$ cat config.mk
export PLATFORM = sky130hd
export DESIGN_NAME = positional_char_list
export DESIGN_NICKNAME = d
export VERILOG_FILES = /design/src/sv/pcl_pkg.sv /design/src/sv/pcl_ctrl.sv /design/src/sv/pcl_dp.sv /design/src/sv/positional_char_list.sv
export SDC_FILE = /design/constraint.sdc
export NUM_CORES = 2
export LEC_CHECK = 0
export ABC_AREA = 1
export BUFFER_PORTS_ARGS = -buffer_cell sky130_fd_sc_hd__buf_2
export CAP_MARGIN = 20
export CELL_PAD_IN_SITES_DETAIL_PLACEMENT = 1
export CELL_PAD_IN_SITES_GLOBAL_PLACEMENT = 1
export CORE_MARGIN = 8
export CORE_UTILIZATION = 49
export DETAILED_ROUTE_END_ITERATION = 10
export MAX_ROUTING_LAYER = met4
export PLACE_DENSITY_LB_ADDON = 0.1
export SYNTH_ARGS = -nofsm -noshare
export SYNTH_HDL_FRONTEND = slang
export SYNTH_SLANG_ARGS = --single-unit
$ cat constraint.sdc
create_clock -name clk -period 5.4 [get_ports clk]
set_input_delay 1.35 -clock clk [delete_from_list [all_inputs] [get_ports clk]]
set_output_delay 1.35 -clock clk [all_outputs]
set_load 0.05 [all_outputs]
$ cat src/sv/pcl_pkg.sv
// Package for the positional byte list: field widths, operation and status
// codes, controller states and the controller/datapath interface structs.
// No dependencies.
package pcl_pkg;

  localparam int DEPTH = 64;
  localparam int IDX_W = $clog2(DEPTH);
  localparam int CNT_W = $clog2(DEPTH + 1);
  localparam int FUNC_W = 3;
  localparam int POS_W = 7;
  localparam int VAL_W = 8;
  localparam int STAT_W = 2;
  localparam int IN_W = 24;
  localparam int OUT_W = 24;

  localparam logic [FUNC_W-1:0] FN_CLEAR  = 3'd0;
  localparam logic [FUNC_W-1:0] FN_INSERT = 3'd1;
  localparam logic [FUNC_W-1:0] FN_DELETE = 3'd2;
  localparam logic [FUNC_W-1:0] FN_LOCATE = 3'd3;
  localparam logic [FUNC_W-1:0] FN_READ   = 3'd4;

  localparam logic [STAT_W-1:0] ST_OK    = 2'd0;
  localparam logic [STAT_W-1:0] ST_RANGE = 2'd1;
  localparam logic [STAT_W-1:0] ST_FULL  = 2'd2;
  localparam logic [STAT_W-1:0] ST_NONE  = 2'd3;

  typedef logic [POS_W:0] pos_ext_t;

  typedef enum logic [1:0] {
    S_IDLE,
    S_EXEC,
    S_FIND
  } state_t;

  typedef struct packed {
    logic load_op;
    logic scan;
    logic commit;
    logic find;
  } cmd_t;

  typedef struct packed {
    logic is_locate;
    logic out_free;
  } stat_t;

endpackage

$ cat src/sv/pcl_ctrl.sv
// Controller for the positional byte list: sequences accept, execute and
// locate search, and gates result writes on a free output register.
// Depends on pcl_pkg.
module pcl_ctrl (
  input  logic           clk,
  input  logic           rst,
  input  logic           s_tvalid,
  output logic           s_tready,
  input  pcl_pkg::stat_t stat,
  output pcl_pkg::cmd_t  cmd
);

  pcl_pkg::state_t state;
  pcl_pkg::state_t state_next;

  always_ff @(posedge clk) begin
    if (rst) begin
      state <= pcl_pkg::S_IDLE;
    end else begin
      state <= state_next;
    end
  end

  always_comb begin
    state_next = state;
    case (state)
      pcl_pkg::S_IDLE: begin
        if (s_tvalid) state_next = pcl_pkg::S_EXEC;
      end
      pcl_pkg::S_EXEC: begin
        if (stat.is_locate) state_next = pcl_pkg::S_FIND;
        else if (stat.out_free) state_next = pcl_pkg::S_IDLE;
      end
      pcl_pkg::S_FIND: begin
        if (stat.out_free) state_next = pcl_pkg::S_IDLE;
      end
      default: state_next = pcl_pkg::S_IDLE;
    endcase
  end

  always_comb begin
    s_tready = 1'b0;
    cmd = '0;
    case (state)
      pcl_pkg::S_IDLE: begin
        s_tready = 1'b1;
        cmd.load_op = s_tvalid;
      end
      pcl_pkg::S_EXEC: begin
        cmd.scan = stat.is_locate;
        cmd.commit = !stat.is_locate && stat.out_free;
      end
      pcl_pkg::S_FIND: begin
        cmd.find = stat.out_free;
      end
      default: begin
        s_tready = 1'b0;
      end
    endcase
  end

endmodule

$ cat src/sv/pcl_dp.sv
// Datapath for the positional byte list: operation register, shifting cell
// row, count, match vector with priority search, and the output register.
// Depends on pcl_pkg.
module pcl_dp (
  input  logic                         clk,
  input  logic                         rst,
  input  logic [pcl_pkg::IN_W-1:0]     s_tdata,
  input  pcl_pkg::cmd_t                cmd,
  output pcl_pkg::stat_t               stat,
  output logic                         m_tvalid,
  input  logic                         m_tready,
  output logic [pcl_pkg::OUT_W-1:0]    m_tdata
);

  logic [pcl_pkg::FUNC_W-1:0] func_q;
  logic [pcl_pkg::POS_W-1:0]  pos_q;
  logic [pcl_pkg::VAL_W-1:0]  val_q;
  logic [pcl_pkg::VAL_W-1:0]  cells [pcl_pkg::DEPTH];
  logic [pcl_pkg::CNT_W-1:0]  count;
  logic [pcl_pkg::DEPTH-1:0]  hit_vec;

  logic [pcl_pkg::STAT_W-1:0] out_st;
  logic [pcl_pkg::POS_W-1:0]  out_pos;
  logic [pcl_pkg::VAL_W-1:0]  out_el;
  logic [pcl_pkg::POS_W-1:0]  out_len;

  logic [pcl_pkg::POS_W-1:0]  pos_m1;
  logic [pcl_pkg::IDX_W-1:0]  idx;
  logic [pcl_pkg::VAL_W-1:0]  rd_el;
  pcl_pkg::pos_ext_t          pos_ext;
  pcl_pkg::pos_ext_t          cnt_ext;

  logic [pcl_pkg::STAT_W-1:0] r_st;
  logic [pcl_pkg::POS_W-1:0]  r_pos;
  logic [pcl_pkg::VAL_W-1:0]  r_el;
  logic [pcl_pkg::CNT_W-1:0]  count_next;
  logic                       do_ins;
  logic                       do_del;

  logic [pcl_pkg::POS_W-1:0]  hit_pos;
  logic                       hit_any;

  assign pos_m1  = pos_q - pcl_pkg::POS_W'(1);
  assign idx     = pos_m1[pcl_pkg::IDX_W-1:0];
  assign rd_el   = cells[idx];
  assign pos_ext = pcl_pkg::pos_ext_t'(pos_q);
  assign cnt_ext = pcl_pkg::pos_ext_t'(count);

  assign stat.is_locate = (func_q == pcl_pkg::FN_LOCATE);
  assign stat.out_free  = !m_tvalid || m_tready;

  assign m_tdata = {out_len, out_el, out_pos, out_st};

  always_ff @(posedge clk) begin
    if (cmd.load_op) begin
      func_q <= s_tdata[pcl_pkg::FUNC_W-1:0];
      pos_q  <= s_tdata[pcl_pkg::FUNC_W +: pcl_pkg::POS_W];
      val_q  <= s_tdata[pcl_pkg::FUNC_W + pcl_pkg::POS_W +: pcl_pkg::VAL_W];
    end
  end

  // Result and count for every operation but locate.
  always_comb begin
    r_st = pcl_pkg::ST_RANGE;
    r_pos = '0;
    r_el = '0;
    count_next = count;
    do_ins = 1'b0;
    do_del = 1'b0;
    case (func_q)
      pcl_pkg::FN_CLEAR: begin
        r_st = pcl_pkg::ST_OK;
        count_next = '0;
      end
      pcl_pkg::FN_INSERT: begin
        r_pos = pos_q;
        if (cnt_ext >= pcl_pkg::pos_ext_t'(pcl_pkg::DEPTH)) begin
          r_st = pcl_pkg::ST_FULL;
        end else if (pos_q == '0 || pos_ext > cnt_ext + pcl_pkg::pos_ext_t'(1)) begin
          r_st = pcl_pkg::ST_RANGE;
        end else begin
          r_st = pcl_pkg::ST_OK;
          r_el = val_q;
          count_next = count + pcl_pkg::CNT_W'(1);
          do_ins = 1'b1;
        end
      end
      pcl_pkg::FN_DELETE, pcl_pkg::FN_READ: begin
        r_pos = pos_q;
        if (count == '0) begin
          r_st = pcl_pkg::ST_NONE;
        end else if (pos_q == '0 || pos_ext > cnt_ext) begin
          r_st = pcl_pkg::ST_RANGE;
        end else begin
          r_st = pcl_pkg::ST_OK;
          r_el = rd_el;
          if (func_q == pcl_pkg::FN_DELETE) begin
            count_next = count - pcl_pkg::CNT_W'(1);
            do_del = 1'b1;
          end
        end
      end
      default: begin
        r_st = pcl_pkg::ST_RANGE;
      end
    endcase
  end

  // First set bit of the registered match vector.
  always_comb begin
    hit_pos = '0;
    for (int i = pcl_pkg::DEPTH - 1; i >= 0; i--) begin
      if (hit_vec[i]) hit_pos = pcl_pkg::POS_W'(i + 1);
    end
  end
  assign hit_any = |hit_vec;

  always_ff @(posedge clk) begin
    if (cmd.scan) begin
      for (int i = 0; i < pcl_pkg::DEPTH; i++) begin
        hit_vec[i] <= (cells[i] == val_q) && (pcl_pkg::CNT_W'(i) < count);
      end
    end
  end

  // Cell row: insert shifts cells from the position up; delete shifts down.
  always_ff @(posedge clk) begin
    if (cmd.commit && do_ins) begin
      for (int i = 0; i < pcl_pkg::DEPTH; i++) begin
        if (pcl_pkg::IDX_W'(i) == idx) begin
          cells[i] <= val_q;
        end else if (i > 0 && pcl_pkg::IDX_W'(i) > idx) begin
          cells[i] <= cells[(i > 0) ? i - 1 : 0];
        end
      end
    end else if (cmd.commit && do_del) begin
      for (int i = 0; i < pcl_pkg::DEPTH - 1; i++) begin
        if (pcl_pkg::IDX_W'(i) >= idx) cells[i] <= cells[i + 1];
      end
    end
  end

  always_ff @(posedge clk) begin
    if (rst) begin
      count <= '0;
    end else if (cmd.commit) begin
      count <= count_next;
    end
  end

  always_ff @(posedge clk) begin
    if (rst) begin
      m_tvalid <= 1'b0;
    end else if (cmd.commit || cmd.find) begin
      m_tvalid <= 1'b1;
    end else if (m_tready) begin
      m_tvalid <= 1'b0;
    end
  end

  always_ff @(posedge clk) begin
    if (cmd.commit) begin
      out_st  <= r_st;
      out_pos <= r_pos;
      out_el  <= r_el;
      out_len <= pcl_pkg::POS_W'(count_next);
    end else if (cmd.find) begin
      out_st  <= hit_any ? pcl_pkg::ST_OK : pcl_pkg::ST_NONE;
      out_pos <= hit_any ? hit_pos : '0;
      out_el  <= hit_any ? val_q : '0;
      out_len <= pcl_pkg::POS_W'(count);
    end
  end

endmodule

$ cat src/sv/positional_char_list.sv
// Positional byte list, top level. Clear, insert, delete and read pass the
// operation register, then the output register; locate also registers the
// match vector over all cells before the priority search. A new transaction
// is accepted only after the last result is written to a free output
// register. Synchronous reset empties the list and clears the controller
// and output valid; cell contents are not reset.
module positional_char_list (
  input  logic                      clk,
  input  logic                      rst,
  input  logic                      s_tvalid,
  output logic                      s_tready,
  // [2:0] func, [9:3] position, [17:10] value, [23:18] zero
  input  logic [pcl_pkg::IN_W-1:0]  s_tdata,
  output logic                      m_tvalid,
  input  logic                      m_tready,
  // [1:0] status, [8:2] found_position, [16:9] element, [23:17] length
  output logic [pcl_pkg::OUT_W-1:0] m_tdata
);

  pcl_pkg::cmd_t  cmd;
  pcl_pkg::stat_t stat;

  pcl_ctrl u_ctrl (
    .clk      (clk),
    .rst      (rst),
    .s_tvalid (s_tvalid),
    .s_tready (s_tready),
    .stat     (stat),
    .cmd      (cmd)
  );

  pcl_dp u_dp (
    .clk      (clk),
    .rst      (rst),
    .s_tdata  (s_tdata),
    .cmd      (cmd),
    .stat     (stat),
    .m_tvalid (m_tvalid),
    .m_tready (m_tready),
    .m_tdata  (m_tdata)
  );

endmodule
==> results.sh <==
export IMPL_yosysMostFrequentCell="nand2_1"
export IMPL_endpoint="u_dp.cells[47][2]$_DFFE_PP_"
export IMPL_path_class="register to register"
export IMPL_crit_fanout=50
export IMPL_yosysWarnings=0
export IMPL_max_vdd_ir_drop_v=0.000228
export IMPL_violations="setup timing"
export IMPL_slew_headroom=0.104
export IMPL_core_area_sq_mm=0.0896
export IMPL_p_per_area_mw_per_mm2=274
export IMPL_grt_start_max_net_pins=192
export IMPL_drc=0
export IMPL_die_w_um=316
export IMPL_antenna_found_initial=11
export IMPL_fin_cells=6952
export IMPL_route_vias_total=46300
export IMPL_fillCellCount=11100
export IMPL_seq_area_frac_synth=0.426
export IMPL_synth_async_reset_ratio=0
export IMPL_yosys_cell_types_count=55
export IMPL_skew_ps=24.0
export IMPL_routed_wl_um=211000
export IMPL_required_ps=5690
export IMPL_dp_cells=6794
export IMPL_worstSetupStartpoint="u_dp.pos_q[0]$_DFFE_PP_"
export IMPL_track_usage=0.423
export IMPL_cts_max_level=3
export IMPL_numPortBuffers=47
export IMPL_start_kind="register"
export IMPL_synthesis_nets=5848
export IMPL_syn_avg_cell_area_sq_um=7.60
export IMPL_r2r_cells=19
export IMPL_synth_common_cells="nand2_1, edfxtp_1, o21ai_0"
export IMPL_hp_class="register to register"
export IMPL_cap_violations=0
export IMPL_final_nets=5751
export IMPL_synth_edf_count=618
export IMPL_cts_buffer_depth=3
export IMPL_leakagePower_nw=19.6
export IMPL_crit_arrival_ps=5730
export IMPL_r2r_end="u_dp.cells[47][2]$_DFFE_PP_"
export IMPL_period_minus_slack_ps=5440
export IMPL_die_area_sq_mm=0.0998
export IMPL_cts_root_buffer="clkbuf_16"
export IMPL_cpMaxStageDelayCell="nor2_1"
export IMPL_ios=54
export IMPL_netlist_area_leader_share=0.421
export IMPL_grt_pass1_vias=45000
export IMPL_synth_area_sq_mm=0.0441
export IMPL_holdWs_ps=606
export IMPL_finalSetupViolations=80
export IMPL_numCtsBuffers=79
export IMPL_layout_setup_ws_ps=-43.1
export IMPL_r2r_start="u_dp.pos_q[0]$_DFFE_PP_"
export IMPL_r2r_slack_ps=-40
export IMPL_ys_top_cells_by_area="edfxtp_1, nand2_1, o21ai_0, o21ai_1, inv_1"
export IMPL_cp_end_kind="register"
export IMPL_initial_utilization=0.492
export IMPL_drtIter0Drc=6889
export IMPL_cts_tree="done"
export IMPL_yosys_area_top_type="edfxtp_1"
export IMPL_rsz0062_at_grt="true"
export IMPL_slew_violations=0
export IMPL_die_h_um=316
export IMPL_drt_pass1_iter_count=5
export IMPL_timing_fmax_ghz=0.184
export IMPL_hold_viol=0
export IMPL_ant_nets=0
export IMPL_clock_latency_ps=680
export IMPL_viasPerCell=6.67
export IMPL_status="complete, but fails checks"
export IMPL_drive_gt1_frac=0.0744
export IMPL_place_hpwl_um=150000
export IMPL_synth_top_flop_cell="edfxtp_1"
export IMPL_grt_overflow=0
export IMPL_dpl_cell_area_sq_mm=0.0459
export IMPL_cp_slowest_stage_delay_ps=750
export IMPL_tightest_slew_ps=1340
export IMPL_period_share=1.01
export IMPL_clock_sinks=628
export IMPL_synth_cells=5798
export IMPL_grt_first_pass_wirelength_um=305000
export IMPL_gp_congestion=1.06
export IMPL_design_area_sq_mm=0.0485
export IMPL_clk_pin_slew_ps=60
export IMPL_holdBufCountCts=0
export IMPL_area_growth_synth_to_final_pct=9.98
export IMPL_synth_seq_cells=628
export IMPL_cp_cell_sequence="inv_2 -> buf_12 -> ha_1 -> o21ai_1 -> a21o_1 -> a21oi_1 -> o21ai_1 -> o41ai_1 -> nand2_1 -> nor4_1 -> inv_2 -> nor2_1 -> nand2_1 -> clkinv_1 -> nand2_4 -> clkinv_2 -> nor2_4 -> buf_4 -> nor2_1"
export IMPL_rows=110
export IMPL_wl_per_cell_um=30.4
[metrics by stage]
step | worst slack, ps | setup TNS [ps] | total power, W | utilization
CTS | 101 | 0 | 0.0132 | 0.540
floorplan | 520 | 0 | 0.00679 | -
global route | -72.9 | -10040 | 0.0135 | 0.541
finish | -43.1 | -933 | 0.0133 | 0.541
detailed placement | 124 | 0 | 0.00780 | 0.512
global placement | 376 | 0 | 0.00775 | 0.512
[layout make-up]
| type | count | area, sq um | share of cell area |
|---|---|---|---|
| antenna | 12 | 30.0 | 0.000619 |
| clock buffer | 110 | 2200 | 0.0454 |
| tap | 1176 | 1470 | 0.0304 |
| multi-input combinational | 4125 | 21200 | 0.438 |
| sequential | 628 | 18800 | 0.387 |
| timing repair buffer | 219 | 1760 | 0.0363 |
| clock inverter | 34 | 330 | 0.00681 |
| inverter | 648 | 2680 | 0.0553 |
[critical path, delay by kind of cell (launching register included)]
kind	cells	cell delay, ps
adder cells (fa/ha/maj)	1	220
flip-flops	1	530
AO/OA/AOI/OAI	5	600
AND/OR/NAND/NOR	7	2340
buffers and inverters	6	1340
[power breakdown]
part | switching, W | internal (W)
Combinational | 0.00178 | 0.000590
Clock | 0.00232 | 0.00313
Sequential | 0.0000599 | 0.00541
Total | 0.00416 | 0.00913
[worst min-delay path by stage]
stage,depth (start not counted),end,slack [ps],startpoint
final,2,u_dp.cells[63][2]$_DFFE_PP_,610,u_dp.cells[62][2]$_DFFE_PP_
after floorplan,2,u_dp.cells[63][0]$_DFFE_PP_,550,u_dp.cells[62][0]$_DFFE_PP_
after global placement,2,u_dp.cells[63][2]$_DFFE_PP_,570,u_dp.cells[62][2]$_DFFE_PP_
after CTS,2,u_dp.cells[63][2]$_DFFE_PP_,600,u_dp.cells[62][2]$_DFFE_PP_
after detailed placement,2,u_dp.cells[63][2]$_DFFE_PP_,590,u_dp.cells[62][2]$_DFFE_PP_
after global routing,2,u_dp.cells[63][1]$_DFFE_PP_,630,u_dp.cells[62][1]$_DFFE_PP_
[repair_timing]
action / in CTS / in global routing
endpoints found under the setup margin: 0 / 274
buffers inserted: 0 / 1
endpoints found under the hold margin: 0 / 0
resized for setup: 0 / 10
[flip-flops by register name, indices dropped and copies added, names as in the netlist]
register and cells:
u_dp.out_len 7, u_dp.cells 512, u_dp.pos_q 7, u_dp.val_q 8, u_dp.m_tvalid 1, u_ctrl.state 2
u_dp.out_st 2, u_dp.out_el 8, u_dp.out_pos 7, u_dp.hit_vec 64, u_dp.func_q 3, u_dp.count 7
[cells by family after synthesis]
group / synth area share
compound gates: 0.238
fa+ha+maj: 0.00625
xor+xnor: 0.0487
mux: 0.000511
buf+inv: 0.0947
flops: 0.426
simple gates: 0.186
[layout by cell type (no fill, tap or decap), types with 9 or more instances in the layout]
master     netlist  layout
nor2_1         408     396
o211ai_1        28      28
nand4_1         73      73
o221ai_1       145     145
a31oi_1         31      31
clkbuf_16        0      83
ha_1            22      22
nor2_2           0       9
xor2_1         113     113
nor3_1          44      43
nor4_1          51      51
o21ai_1        459     460
diode_2          0      12
a221oi_1        35      35
nand3_1         74      73
inv_2           55      57
a2111oi_0       19      19
buf_12           0      19
edfxtp_1       618     618
buf_2            2      48
inv_1          568     564
buf_4            0     151
o22ai_1        125     125
bufinv_8        18      18
a21oi_1        265     265
clkinv_1         7      17
a211oi_1        10      10
clkbuf_1       319      25
a22oi_1         34      34
xnor2_1        132     132
o21ai_0        595     594
dfxtp_1         10      10
clkinv_2         0      13
nand2_1       1365    1361
o2111ai_1       37      37
[layer usage]
metal,GRT usage,part of all wire
met1,0.544,0.39
met2,0.625,0.44
met3,0.0878,0.11
met4,0.226,0.060
met5,-,0
No activity file was read; power rests on OpenSTA's default activity.
